### src/ifke_pkg.sv
`timescale 1ns / 1ps

package ifke_pkg;

    localparam logic [15:0] ETHERTYPE_VLAN = 16'h8100;
    localparam logic [15:0] ETHERTYPE_IPV4 = 16'h0800;
    localparam logic [7:0]  PROTO_TCP      = 8'd6;
    localparam logic [7:0]  PROTO_UDP      = 8'd17;
    localparam logic [5:0]  MIN_HDR_BYTES  = 6'd20;
    localparam logic [5:0]  ETH_TYPE_HI    = 6'd12;
    localparam logic [5:0]  ETH_TYPE_LO    = 6'd13;
    localparam logic [5:0]  VLAN_TYPE_HI   = 6'd2;
    localparam logic [5:0]  VLAN_TYPE_LO   = 6'd3;
    localparam logic [5:0]  IP_VER_IHL     = 6'd0;
    localparam logic [5:0]  IP_PROTO       = 6'd9;
    localparam logic [5:0]  IP_SRC_FIRST   = 6'd12;
    localparam logic [5:0]  IP_DST_FIRST   = 6'd16;
    localparam logic [5:0]  IP_DST_LAST    = 6'd19;
    localparam logic [5:0]  L4_SRC_HI      = 6'd0;
    localparam logic [5:0]  L4_SRC_LO      = 6'd1;
    localparam logic [5:0]  L4_DST_HI      = 6'd2;
    localparam logic [5:0]  L4_DST_LO      = 6'd3;

    localparam int unsigned FMIX_SHIFT = 33;
    localparam logic [63:0] FMIX_C1    = 64'hff51afd7ed558ccd;
    localparam logic [63:0] FMIX_C2    = 64'hc4ceb9fe1a85ec53;

    typedef struct packed {
        logic [7:0] data_byte;
        logic       last_byte;
    } in_item_t;

    typedef struct packed {
        logic        flow_found;
        logic [31:0] first_addr;
        logic [31:0] second_addr;
        logic [15:0] first_port;
        logic [15:0] second_port;
        logic [4:0]  protocol;
        logic [63:0] flow_hash;
    } out_item_t;

    typedef struct packed {
        logic        found;
        logic [31:0] src_addr;
        logic [31:0] dst_addr;
        logic [15:0] sport;
        logic [15:0] dport;
        logic [7:0]  protocol;
    } flow_key_t;

    typedef struct packed {
        logic take;
        logic capture;
        logic init_x;
        logic mul0;
        logic mul1;
        logic mul2;
        logic mix;
        logic const_sel;
        logic fmix_sel;
    } ifke_cmd_t;

endpackage

### src/ifke_parser.sv
`timescale 1ns / 1ps

module ifke_parser
    import ifke_pkg::*;
(
    input  logic      clk,
    input  logic      rst_n,
    input  logic      take,
    input  in_item_t  in_data,
    output flow_key_t key
);

    typedef enum logic [5:0] {
        PH_ETH  = 6'b000001,
        PH_VLAN = 6'b000010,
        PH_IP   = 6'b000100,
        PH_L4   = 6'b001000,
        PH_DONE = 6'b010000,
        PH_SKIP = 6'b100000
    } phase_t;

    phase_t      phase_reg, phase_next;
    logic [5:0]  count_reg, count_next;
    logic [15:0] ethertype_reg, ethertype_next;
    logic [5:0]  hdr_len_reg, hdr_len_next;
    logic [7:0]  proto_reg, proto_next;
    logic [31:0] src_addr_reg, src_addr_next;
    logic [31:0] dst_addr_reg, dst_addr_next;
    logic [15:0] sport_reg, sport_next;
    logic [15:0] dport_reg, dport_next;
    logic        complete_reg, complete_next;

    logic [7:0]  b;
    logic [5:0]  c;
    logic [6:0]  c_plus;
    logic        inc;
    logic [15:0] et;
    logic [5:0]  hl;
    logic [4:0]  sh;

    function automatic phase_t route(input logic [15:0] t);
        phase_t p;
        if (t == ETHERTYPE_VLAN)
            p = PH_VLAN;
        else if (t == ETHERTYPE_IPV4)
            p = PH_IP;
        else
            p = PH_SKIP;
        return p;
    endfunction

    always_comb
    begin
        b              = in_data.data_byte;
        c              = count_reg;
        c_plus         = {1'b0, count_reg} + 7'd1;
        sh             = {c[1:0], 3'b000};
        et             = '0;
        hl             = '0;
        inc            = 1'b0;
        phase_next     = phase_reg;
        count_next     = count_reg;
        ethertype_next = ethertype_reg;
        hdr_len_next   = hdr_len_reg;
        proto_next     = proto_reg;
        src_addr_next  = src_addr_reg;
        dst_addr_next  = dst_addr_reg;
        sport_next     = sport_reg;
        dport_next     = dport_reg;
        complete_next  = complete_reg;
        unique case (phase_reg)
            PH_ETH:
            begin
                inc = 1'b1;
                if (c == ETH_TYPE_HI)
                    ethertype_next = {b, 8'h00};
                if (c == ETH_TYPE_LO)
                begin
                    et             = {ethertype_reg[15:8], b};
                    ethertype_next = et;
                    count_next     = '0;
                    inc            = 1'b0;
                    phase_next     = route(et);
                end
            end
            PH_VLAN:
            begin
                inc = 1'b1;
                if (c == VLAN_TYPE_HI)
                    ethertype_next = {b, 8'h00};
                if (c == VLAN_TYPE_LO)
                begin
                    et             = {ethertype_reg[15:8], b};
                    ethertype_next = et;
                    count_next     = '0;
                    inc            = 1'b0;
                    phase_next     = route(et);
                end
            end
            PH_IP:
            begin
                inc = 1'b1;
                if (c == IP_VER_IHL)
                begin
                    hl           = {b[3:0], 2'b00};
                    hdr_len_next = hl;
                    if (hl < MIN_HDR_BYTES)
                    begin
                        phase_next = PH_SKIP;
                        inc        = 1'b0;
                    end
                end
                if (c == IP_PROTO)
                begin
                    proto_next = b;
                    if (b != PROTO_TCP && b != PROTO_UDP)
                    begin
                        phase_next = PH_SKIP;
                        inc        = 1'b0;
                    end
                end
                if (c >= IP_SRC_FIRST && c < IP_DST_FIRST)
                    src_addr_next = src_addr_reg | ({24'h0, b} << sh);
                if (c >= IP_DST_FIRST && c <= IP_DST_LAST)
                    dst_addr_next = dst_addr_reg | ({24'h0, b} << sh);
                if (c >= IP_DST_LAST && c_plus >= {1'b0, hdr_len_reg})
                begin
                    phase_next = PH_L4;
                    count_next = '0;
                    inc        = 1'b0;
                end
            end
            PH_L4:
            begin
                inc = 1'b1;
                if (c == L4_SRC_HI)
                    sport_next = {b, 8'h00};
                if (c == L4_SRC_LO)
                    sport_next = {sport_reg[15:8], b};
                if (c == L4_DST_HI)
                    dport_next = {b, 8'h00};
                if (c == L4_DST_LO)
                begin
                    dport_next    = {dport_reg[15:8], b};
                    complete_next = 1'b1;
                    phase_next    = PH_DONE;
                    count_next    = '0;
                    inc           = 1'b0;
                end
            end
            default:
            begin
                inc = 1'b0;
            end
        endcase
        if (inc)
            count_next = c_plus[5:0];
    end

    assign key.found    = complete_next;
    assign key.src_addr = src_addr_next;
    assign key.dst_addr = dst_addr_next;
    assign key.sport    = sport_next;
    assign key.dport    = dport_next;
    assign key.protocol = proto_next;

    always_ff @(posedge clk or negedge rst_n)
    begin
        if (!rst_n)
        begin
            phase_reg     <= PH_ETH;
            count_reg     <= '0;
            ethertype_reg <= '0;
            hdr_len_reg   <= '0;
            proto_reg     <= '0;
            src_addr_reg  <= '0;
            dst_addr_reg  <= '0;
            sport_reg     <= '0;
            dport_reg     <= '0;
            complete_reg  <= 1'b0;
        end
        else if (take)
        begin
            if (in_data.last_byte)
            begin
                phase_reg     <= PH_ETH;
                count_reg     <= '0;
                ethertype_reg <= '0;
                hdr_len_reg   <= '0;
                proto_reg     <= '0;
                src_addr_reg  <= '0;
                dst_addr_reg  <= '0;
                sport_reg     <= '0;
                dport_reg     <= '0;
                complete_reg  <= 1'b0;
            end
            else
            begin
                phase_reg     <= phase_next;
                count_reg     <= count_next;
                ethertype_reg <= ethertype_next;
                hdr_len_reg   <= hdr_len_next;
                proto_reg     <= proto_next;
                src_addr_reg  <= src_addr_next;
                dst_addr_reg  <= dst_addr_next;
                sport_reg     <= sport_next;
                dport_reg     <= dport_next;
                complete_reg  <= complete_next;
            end
        end
    end

endmodule

### src/ifke_ctrl.sv
`timescale 1ns / 1ps

module ifke_ctrl
    import ifke_pkg::*;
(
    input  logic      clk,
    input  logic      rst_n,
    input  logic      in_valid,
    input  logic      last_byte,
    input  logic      key_found,
    input  logic      out_ready,
    output logic      in_ready,
    output logic      out_valid,
    output ifke_cmd_t cmd
);

    typedef enum logic [6:0] {
        ST_PARSE = 7'b0000001,
        ST_LOAD  = 7'b0000010,
        ST_MUL0  = 7'b0000100,
        ST_MUL1  = 7'b0001000,
        ST_MUL2  = 7'b0010000,
        ST_MIX   = 7'b0100000,
        ST_OUT   = 7'b1000000
    } state_t;

    state_t state_reg, state_next;
    logic   const_sel_reg, const_sel_next;
    logic   fmix_sel_reg, fmix_sel_next;
    logic   take;

    // while a result waits, non-final bytes of the next frame keep flowing
    assign in_ready  = (state_reg == ST_PARSE) || (state_reg == ST_OUT && !last_byte);
    assign out_valid = (state_reg == ST_OUT);
    assign take      = in_valid && in_ready;

    always_comb
    begin
        state_next     = state_reg;
        const_sel_next = const_sel_reg;
        fmix_sel_next  = fmix_sel_reg;
        cmd            = '0;
        cmd.take       = take;
        cmd.const_sel  = const_sel_reg;
        cmd.fmix_sel   = fmix_sel_reg;
        unique case (state_reg)
            ST_PARSE:
            begin
                if (take && last_byte)
                begin
                    cmd.capture    = 1'b1;
                    const_sel_next = 1'b0;
                    fmix_sel_next  = 1'b0;
                    state_next     = key_found ? ST_LOAD : ST_OUT;
                end
            end
            ST_LOAD:
            begin
                cmd.init_x = 1'b1;
                state_next = ST_MUL0;
            end
            ST_MUL0:
            begin
                cmd.mul0   = 1'b1;
                state_next = ST_MUL1;
            end
            ST_MUL1:
            begin
                cmd.mul1   = 1'b1;
                state_next = ST_MUL2;
            end
            ST_MUL2:
            begin
                cmd.mul2   = 1'b1;
                state_next = ST_MIX;
            end
            ST_MIX:
            begin
                cmd.mix = 1'b1;
                if (!const_sel_reg)
                begin
                    const_sel_next = 1'b1;
                    state_next     = ST_MUL0;
                end
                else if (!fmix_sel_reg)
                begin
                    const_sel_next = 1'b0;
                    fmix_sel_next  = 1'b1;
                    state_next     = ST_LOAD;
                end
                else
                begin
                    state_next = ST_OUT;
                end
            end
            ST_OUT:
            begin
                if (out_ready)
                    state_next = ST_PARSE;
            end
            default:
            begin
                state_next = ST_PARSE;
            end
        endcase
    end

    always_ff @(posedge clk or negedge rst_n)
    begin
        if (!rst_n)
        begin
            state_reg     <= ST_PARSE;
            const_sel_reg <= 1'b0;
            fmix_sel_reg  <= 1'b0;
        end
        else
        begin
            state_reg     <= state_next;
            const_sel_reg <= const_sel_next;
            fmix_sel_reg  <= fmix_sel_next;
        end
    end

endmodule

### src/ifke_datapath.sv
`timescale 1ns / 1ps

module ifke_datapath
    import ifke_pkg::*;
(
    input  logic      clk,
    input  ifke_cmd_t cmd,
    input  flow_key_t key,
    output out_item_t out_data
);

    out_item_t   out_reg;
    logic [63:0] x_reg;
    logic [63:0] acc_reg;

    logic        keep;
    logic [63:0] seed;
    logic [63:0] konst;
    logic [31:0] mul_a;
    logic [31:0] mul_b;
    logic [63:0] prod;
    logic [63:0] mixed;

    // canonical order: smaller address first, ties by smaller port
    assign keep = (key.src_addr < key.dst_addr) ||
                  (key.src_addr == key.dst_addr && key.sport <= key.dport);

    assign seed = cmd.fmix_sel ?
                  {27'h0, out_reg.protocol, out_reg.second_port, out_reg.first_port} :
                  {out_reg.second_addr, out_reg.first_addr};

    assign konst = cmd.const_sel ? FMIX_C2 : FMIX_C1;

    // 64x64 low product from three 32x32 partial products
    always_comb
    begin
        mul_a = x_reg[31:0];
        mul_b = konst[31:0];
        if (cmd.mul1)
            mul_b = konst[63:32];
        if (cmd.mul2)
            mul_a = x_reg[63:32];
    end

    assign prod  = {32'h0, mul_a} * {32'h0, mul_b};
    assign mixed = acc_reg ^ (acc_reg >> FMIX_SHIFT);

    always_ff @(posedge clk)
    begin
        if (cmd.capture)
        begin
            out_reg.flow_found <= key.found;
            out_reg.flow_hash  <= '0;
            if (!key.found)
            begin
                out_reg.first_addr  <= '0;
                out_reg.second_addr <= '0;
                out_reg.first_port  <= '0;
                out_reg.second_port <= '0;
                out_reg.protocol    <= '0;
            end
            else
            begin
                out_reg.first_addr  <= keep ? key.src_addr : key.dst_addr;
                out_reg.second_addr <= keep ? key.dst_addr : key.src_addr;
                out_reg.first_port  <= keep ? key.sport : key.dport;
                out_reg.second_port <= keep ? key.dport : key.sport;
                out_reg.protocol    <= key.protocol[4:0];
            end
        end
        if (cmd.init_x)
            x_reg <= seed ^ (seed >> FMIX_SHIFT);
        if (cmd.mul0)
            acc_reg <= prod;
        if (cmd.mul1 || cmd.mul2)
            acc_reg[63:32] <= acc_reg[63:32] + prod[31:0];
        if (cmd.mix)
        begin
            x_reg <= mixed;
            if (cmd.const_sel)
                out_reg.flow_hash <= out_reg.flow_hash ^ mixed;
        end
    end

    assign out_data = out_reg;

endmodule

### src/ipv4_flow_key_extractor.sv
`timescale 1ns / 1ps

// Takes an Ethernet frame one byte per cycle on the input channel, with the final
// byte marked by last_byte, and returns one result per frame: the found flag, the
// canonical IPv4 TCP/UDP five-tuple and a 64-bit hash (xor of two fmix64 passes).
// Bytes inside a frame are taken every cycle. After the last byte of a frame with a
// flow, the hash runs on a single shared 32x32 multiplier, three partial products
// per 64-bit multiply, and the input is held off while the hash runs. A frame without
// a flow gives its all-zero result on the next cycle. While a result waits to be
// taken, the following frame's bytes keep flowing, except its last byte, which
// waits until the result is taken and the hash unit is free again.
module ipv4_flow_key_extractor
    import ifke_pkg::*;
(
    input  logic      clk,
    input  logic      rst_n,
    input  logic      in_valid,
    output logic      in_ready,
    input  in_item_t  in_data,
    output logic      out_valid,
    input  logic      out_ready,
    output out_item_t out_data
);

    ifke_cmd_t cmd;
    flow_key_t key;

    ifke_parser u_parser (
        .clk     (clk),
        .rst_n   (rst_n),
        .take    (cmd.take),
        .in_data (in_data),
        .key     (key)
    );

    ifke_ctrl u_ctrl (
        .clk       (clk),
        .rst_n     (rst_n),
        .in_valid  (in_valid),
        .last_byte (in_data.last_byte),
        .key_found (key.found),
        .out_ready (out_ready),
        .in_ready  (in_ready),
        .out_valid (out_valid),
        .cmd       (cmd)
    );

    ifke_datapath u_datapath (
        .clk      (clk),
        .cmd      (cmd),
        .key      (key),
        .out_data (out_data)
    );

    a_not_found_zero: assert property (@(posedge clk) disable iff (!rst_n)
        out_valid && !out_data.flow_found |->
            out_data.flow_hash == '0 && out_data.first_addr == '0 &&
            out_data.second_addr == '0 && out_data.protocol == '0)
        else $error("not-found result carries nonzero fields");

    a_canonical: assert property (@(posedge clk) disable iff (!rst_n)
        out_valid && out_data.flow_found |->
            (out_data.first_addr < out_data.second_addr) ||
            (out_data.first_addr == out_data.second_addr &&
             out_data.first_port <= out_data.second_port))
        else $error("five-tuple not in canonical order");

    a_protocol: assert property (@(posedge clk) disable iff (!rst_n)
        out_valid && out_data.flow_found |->
            out_data.protocol == PROTO_TCP[4:0] || out_data.protocol == PROTO_UDP[4:0])
        else $error("found flow with protocol other than tcp or udp");

    a_last_stalls: assert property (@(posedge clk) disable iff (!rst_n)
        out_valid && !out_ready && in_data.last_byte |-> !in_ready)
        else $error("final byte taken while previous result pending");

endmodule

### config.mk
export PLATFORM = sky130hd
export DESIGN_NAME = ipv4_flow_key_extractor
export DESIGN_NICKNAME = d
export VERILOG_FILES = /design/src/ifke_pkg.sv /design/src/ifke_parser.sv /design/src/ifke_ctrl.sv /design/src/ifke_datapath.sv /design/src/ipv4_flow_key_extractor.sv
export SDC_FILE = /design/constraint.sdc
export NUM_CORES = 2
export LEC_CHECK = 0
export ABC_AREA = 1
export BUFFER_PORTS_ARGS = -buffer_cell sky130_fd_sc_hd__buf_2
export CAP_MARGIN = 10
export CORE_ASPECT_RATIO = 1.4
export CORE_MARGIN = 5
export CORE_UTILIZATION = 55
export CTS_BUF_LIST = sky130_fd_sc_hd__clkbuf_4
export CTS_CLUSTER_DIAMETER = 60
export DETAILED_ROUTE_END_ITERATION = 12
export PLACE_DENSITY_LB_ADDON = 0.25
export SLEW_MARGIN = 20
export SYNTH_ARGS = -nofsm -noshare
export SYNTH_HDL_FRONTEND = slang
export SYNTH_HIERARCHICAL = 1
export SYNTH_SLANG_ARGS = --single-unit
### constraint.sdc
create_clock -name clk -period 10.68 [get_ports clk]
set_input_delay 0.534 -clock clk [delete_from_list [all_inputs] [get_ports clk]]
set_output_delay 0.534 -clock clk [all_outputs]
set_load 0.01 [all_outputs]
== After elaboration in Yosys (flattened, before gate mapping) ==
Index checks and enable logic that the tools add are counted.
Storage, ports and cells
  bits in registers: 431
  input bits: 13
  logic and storage cells: 194
Cells by class
  add/sub/neg operators: 2
  multipliers: 1
  magnitude comparators: 9
  eq/ne operators: 35
  shift-type cells: 1
  mux-type cells: 89
  bitwise gates (word level): 5
  reductions and logical operators: 29
Operators by type and width (number)
  two-way mux 64 bit: 7
  two-way mux 32 bit: 11
  two-way mux 16 bit: 15
  bitwise XOR 64 x 31 -> 64 bit: 2
  two-way mux 6 bit: 19
  multiplier 32 x 32 -> 64 bit: 1
  bitwise OR 32 bit: 2
  bitwise XOR 64 bit: 1
  two-way mux 62 bit: 1
  one-hot mux 7 bit (7 select lines): 1
  two-way mux 7 bit: 5
  adder 32 bit: 1
  equality test 32 bit: 1
  < comparator 32 bit: 1
  one-hot mux 16 bit (2 select lines): 1
  left shift 8 x 5 -> 32 bit: 1
  equality test 6 x 4 -> 1 bit (second input constant): 4
  one-hot mux 6 bit (4 select lines): 1
  two-way mux 1 bit: 21
  equality test 6 x 2 -> 1 bit (second input constant): 3
  one-hot mux 6 bit (3 select lines): 1
  equality test 16 x 12 -> 1 bit (second input constant): 1
  equality test 16 bit (second input constant): 1
  less-or-equal comparator 16 bit: 1
  38 further kinds: 68

== Longest topological paths before layout ==
  word-level depth: 10
  mapped depth: 50
  gate-level depth less buffers: 47

== Cells and area by module ==
Netlist, hierarchy kept.
Modules (own cells, without submodules)
  ifke_datapath: instances 1, cells an instance 5522, area each 47172.7 sq um, seq. area each 8187.9 sq um
  ifke_parser: instances 1, cells an instance 955, area each 7245.7 sq um, seq. area each 3229.3 sq um
  ifke_ctrl: instances 1, cells an instance 81, area each 644.4 sq um, seq. area each 226.5 sq um

== Least setup slack after synthesis ==
OpenSTA, ideal clock, no wires.
  path kind: flip-flop to flip-flop
  start: reg u_ctrl.state_reg[1]
  end: reg u_datapath.acc_reg[63], data pin
  library setup time: 254 ps
  arrival time: 8904 ps
  required time: 10426 ps
  setup slack: 1522 ps
  cell stages (with the launch flop): 44
  cell sequence: dfrtp_1 > nor2_2 > nand4_1 > inv_1 > buf_2 > clkinv_1 > clkbuf_1 > ha_1 > clkbuf_1 > nor2_1 > inv_1 > fa_1 > inv_1 > fa_1 > fa_1 > inv_1 > fa_1 > inv_1 > [8 not listed] > ha_1 > a21oi_1 > o21bai_1 > a21boi_0 > nand3_1 > xor2_1 > ha_1 > nand2_1 > nor2_1 > inv_1 > nor2_1 > inv_1 > o21ai_0 > inv_1 > nand2_1 > nand3_1 > nand3_1 > nand2_1
RTL lines
  from (decl): line ifke_ctrl.sv:27  | state_t state_reg, state_next;
  from (signal assigned): line ifke_ctrl.sv:118  | state_reg <= state_next;
  to (signal assigned): line ifke_datapath.sv:74  | acc_reg <= prod;
  to (signal assigned): line ifke_datapath.sv:76  | acc_reg[63:32] <= acc_reg[63:32] + prod[31:0];
  to (decl): line ifke_datapath.sv:14  | logic [63:0] acc_reg;

==> run metrics <==
Post-route DRC=0; # setup viols final=0; clk slew on worst S/H paths=roughly 0.080 ns; Synth Net Count=approximately 7,800; Netlist Area Pre-Place=54,900 um2; root buf cell=clkbuf_4; input/output buffers=180; CP Data Arrival Time=10.93 ns; TritonCTS Sinks=429; IO Pins=181; number of routed nets with antenna violations=0; CP Max Fanout=15; Yosys warnings=6; via-per-instance ratio=5.63; Hold Crit Class=primary input to flip-flop; CTS Buffer Depth=3; status=completed; Syn Area/Cell=8.40 um2; total chip power=9.32 mW; row count=137; Worst Setup Start Kind=flip-flop; P per Cell Area=between 150 and 200 nW/um2; final worst path period share=slightly below 100%; Crit. End Element=flip-flop; CP dominant cell by count=fa_1; core area=99,400 um2; WL per Instance=26.1 um; Starting Density=55.2%; Largest register FFs=166; ratio of cells with drive above 1 in the final layout=roughly a tenth; die height=around 380 um; WS Path Type=flip-flop to flip-flop; Vias=46,197; post-route minimum period=a little over 10 ns; design area=59,300 um2; max_cap viols=0; Max Slew Vio Count=0; Post-CTS Setup Bufs=0; grt ovf=0; hold slack=0.109 ns; placed cell areas=57,900 um2; initial antenna violation count=8; htree depth=3; Max Freq=97.4 MHz; number of global-route vias before repair=48,517; Die ar.=106,000 um2; CTS tree=yes; Routed WL=214,000 um; Die Wd=approximately 280 um; post-DP HPWL=181,000 um; final count of hold timing violations=0; clock insertion delay at the later pin of the skew report=between 0.9 and 1 ns; Slew headroom=22.5%; VDD IR-drop max=0.133 mV; leakage power=between 30 and 40 nW; GRT Total Usage=40.1%; Least-Margin Pin Slew=1.16 ns; RD Place Congestion=1.07; RSZ-0062 raised after global routing=false; Mapped Cells=6,540; Crit-path slowest cell=fa_1; crit-path max cell delay=0.76 ns; drt initial violations=3,897; Area Overhead vs Synth=7.89%; Detailed Routing Iterations Pass 1=7; Fill cells=between 9,000 and 10,000; Max Clock Skew=between 0.1 and 0.15 ns; first-pass GRT wire length=between 300,000 and 400,000 um; CTS Buf Count=96; layout net count=8,070; Worst EP required=~11 ns; largest net degree at the start of global routing=96
[stage by stage]
step	utilization [%]	std cells	setup WS (ns)	TNS, ns
floorplan	-	6540	1.52	0
global placement	58.3	8023	-0.0553	-0.0553
detailed placement	58.3	8023	0.00847	0
CTS	59.6	8201	0.00161	0
global route	59.6	8204	0.000979	0
finish	59.6	8208	0.409	0
[final cells by class]
cell class	count	area [um2]	share of cell area, %
Inverter	1550	5820	9.83
Antenna cell	7	17.5	0.0296
Multi-Input combinational cell	4352	36500	61.7
Clock inverter	31	180	0.304
Sequential cell	429	11600	19.5
Tap cell	1320	1650	2.79
Timing Repair Buffer	375	2390	4.04
Clock buffer	144	1080	1.82
[critical path, delay by kind of cell (launching register included)]
kind                       cells  cell delay (ns)
adders and majority gates     10             5.28
and+or+nand+nor               12             3.06
DFF                            1             0.43
buffers and inverters          8             1.29
[layer usage]
layer  wire length [um]  vias up  global-route usage (%)
met5                 31        -                       0
met4              24300        4                    34.9
met3              13900      789                    6.43
met2             106000     2334                    69.6
met1              70200    22567                    42.4
li1                   -    20503                       -
[what timing repair did]
action	in CTS	in global routing
resized for setup	0	8
endpoints found under the hold margin	89	0
setup endpoints to repair	0	10
hold buffers	3	0
[power breakdown]
part | total (mW) | internal, mW | switching, mW
clock network | 1.37 | 0.646 | 0.721
registers | 1.97 | 1.88 | 0.0864
logic | 5.99 | 1.87 | 4.12
[cell usage in the layout, fill, tap and decap left out, types with 64 or more instances in the layout]
master and count:
edfxtp_1 230, buf_2 179, a21oi_1 350, o21ai_0 226, ha_1 391, dfrtp_1 132, inv_1 1520, dfxtp_1 64
o21ai_1 86, xor2_1 65, nor2_1 755, nand2_1 1016, buf_4 190, nand3_1 258, clkbuf_4 144, fa_1 862
[path summary, 6_finish.rpt]
check	start	end	slack, ns	depth (start not counted)
worst max-delay path	u_ctrl/state_reg[1]$_DFFE_PN0P_	u_datapath/acc_reg[59]$_DFFE_PP_	0.41	30
worst min-delay path	in_data[6]	u_parser/ethertype_reg[13]$_DFFE_PN0P_	0.11	3
worst max register to register	u_ctrl/state_reg[1]$_DFFE_PN0P_	u_datapath/acc_reg[59]$_DFFE_PP_	0.41	30
worst min register to register	u_datapath/out_data[7]$_DFF_P_	u_datapath/out_data[7]$_DFF_P_	0.45	1
max in group asynchronous	rst_n	u_ctrl/const_sel_reg$_DFFE_PN0P_	9.04	3
min in group asynchronous	rst_n	u_parser/dport_reg[12]$_DFFE_PN0P_	0.31	2
No activity file was read; power rests on OpenSTA's default activity.
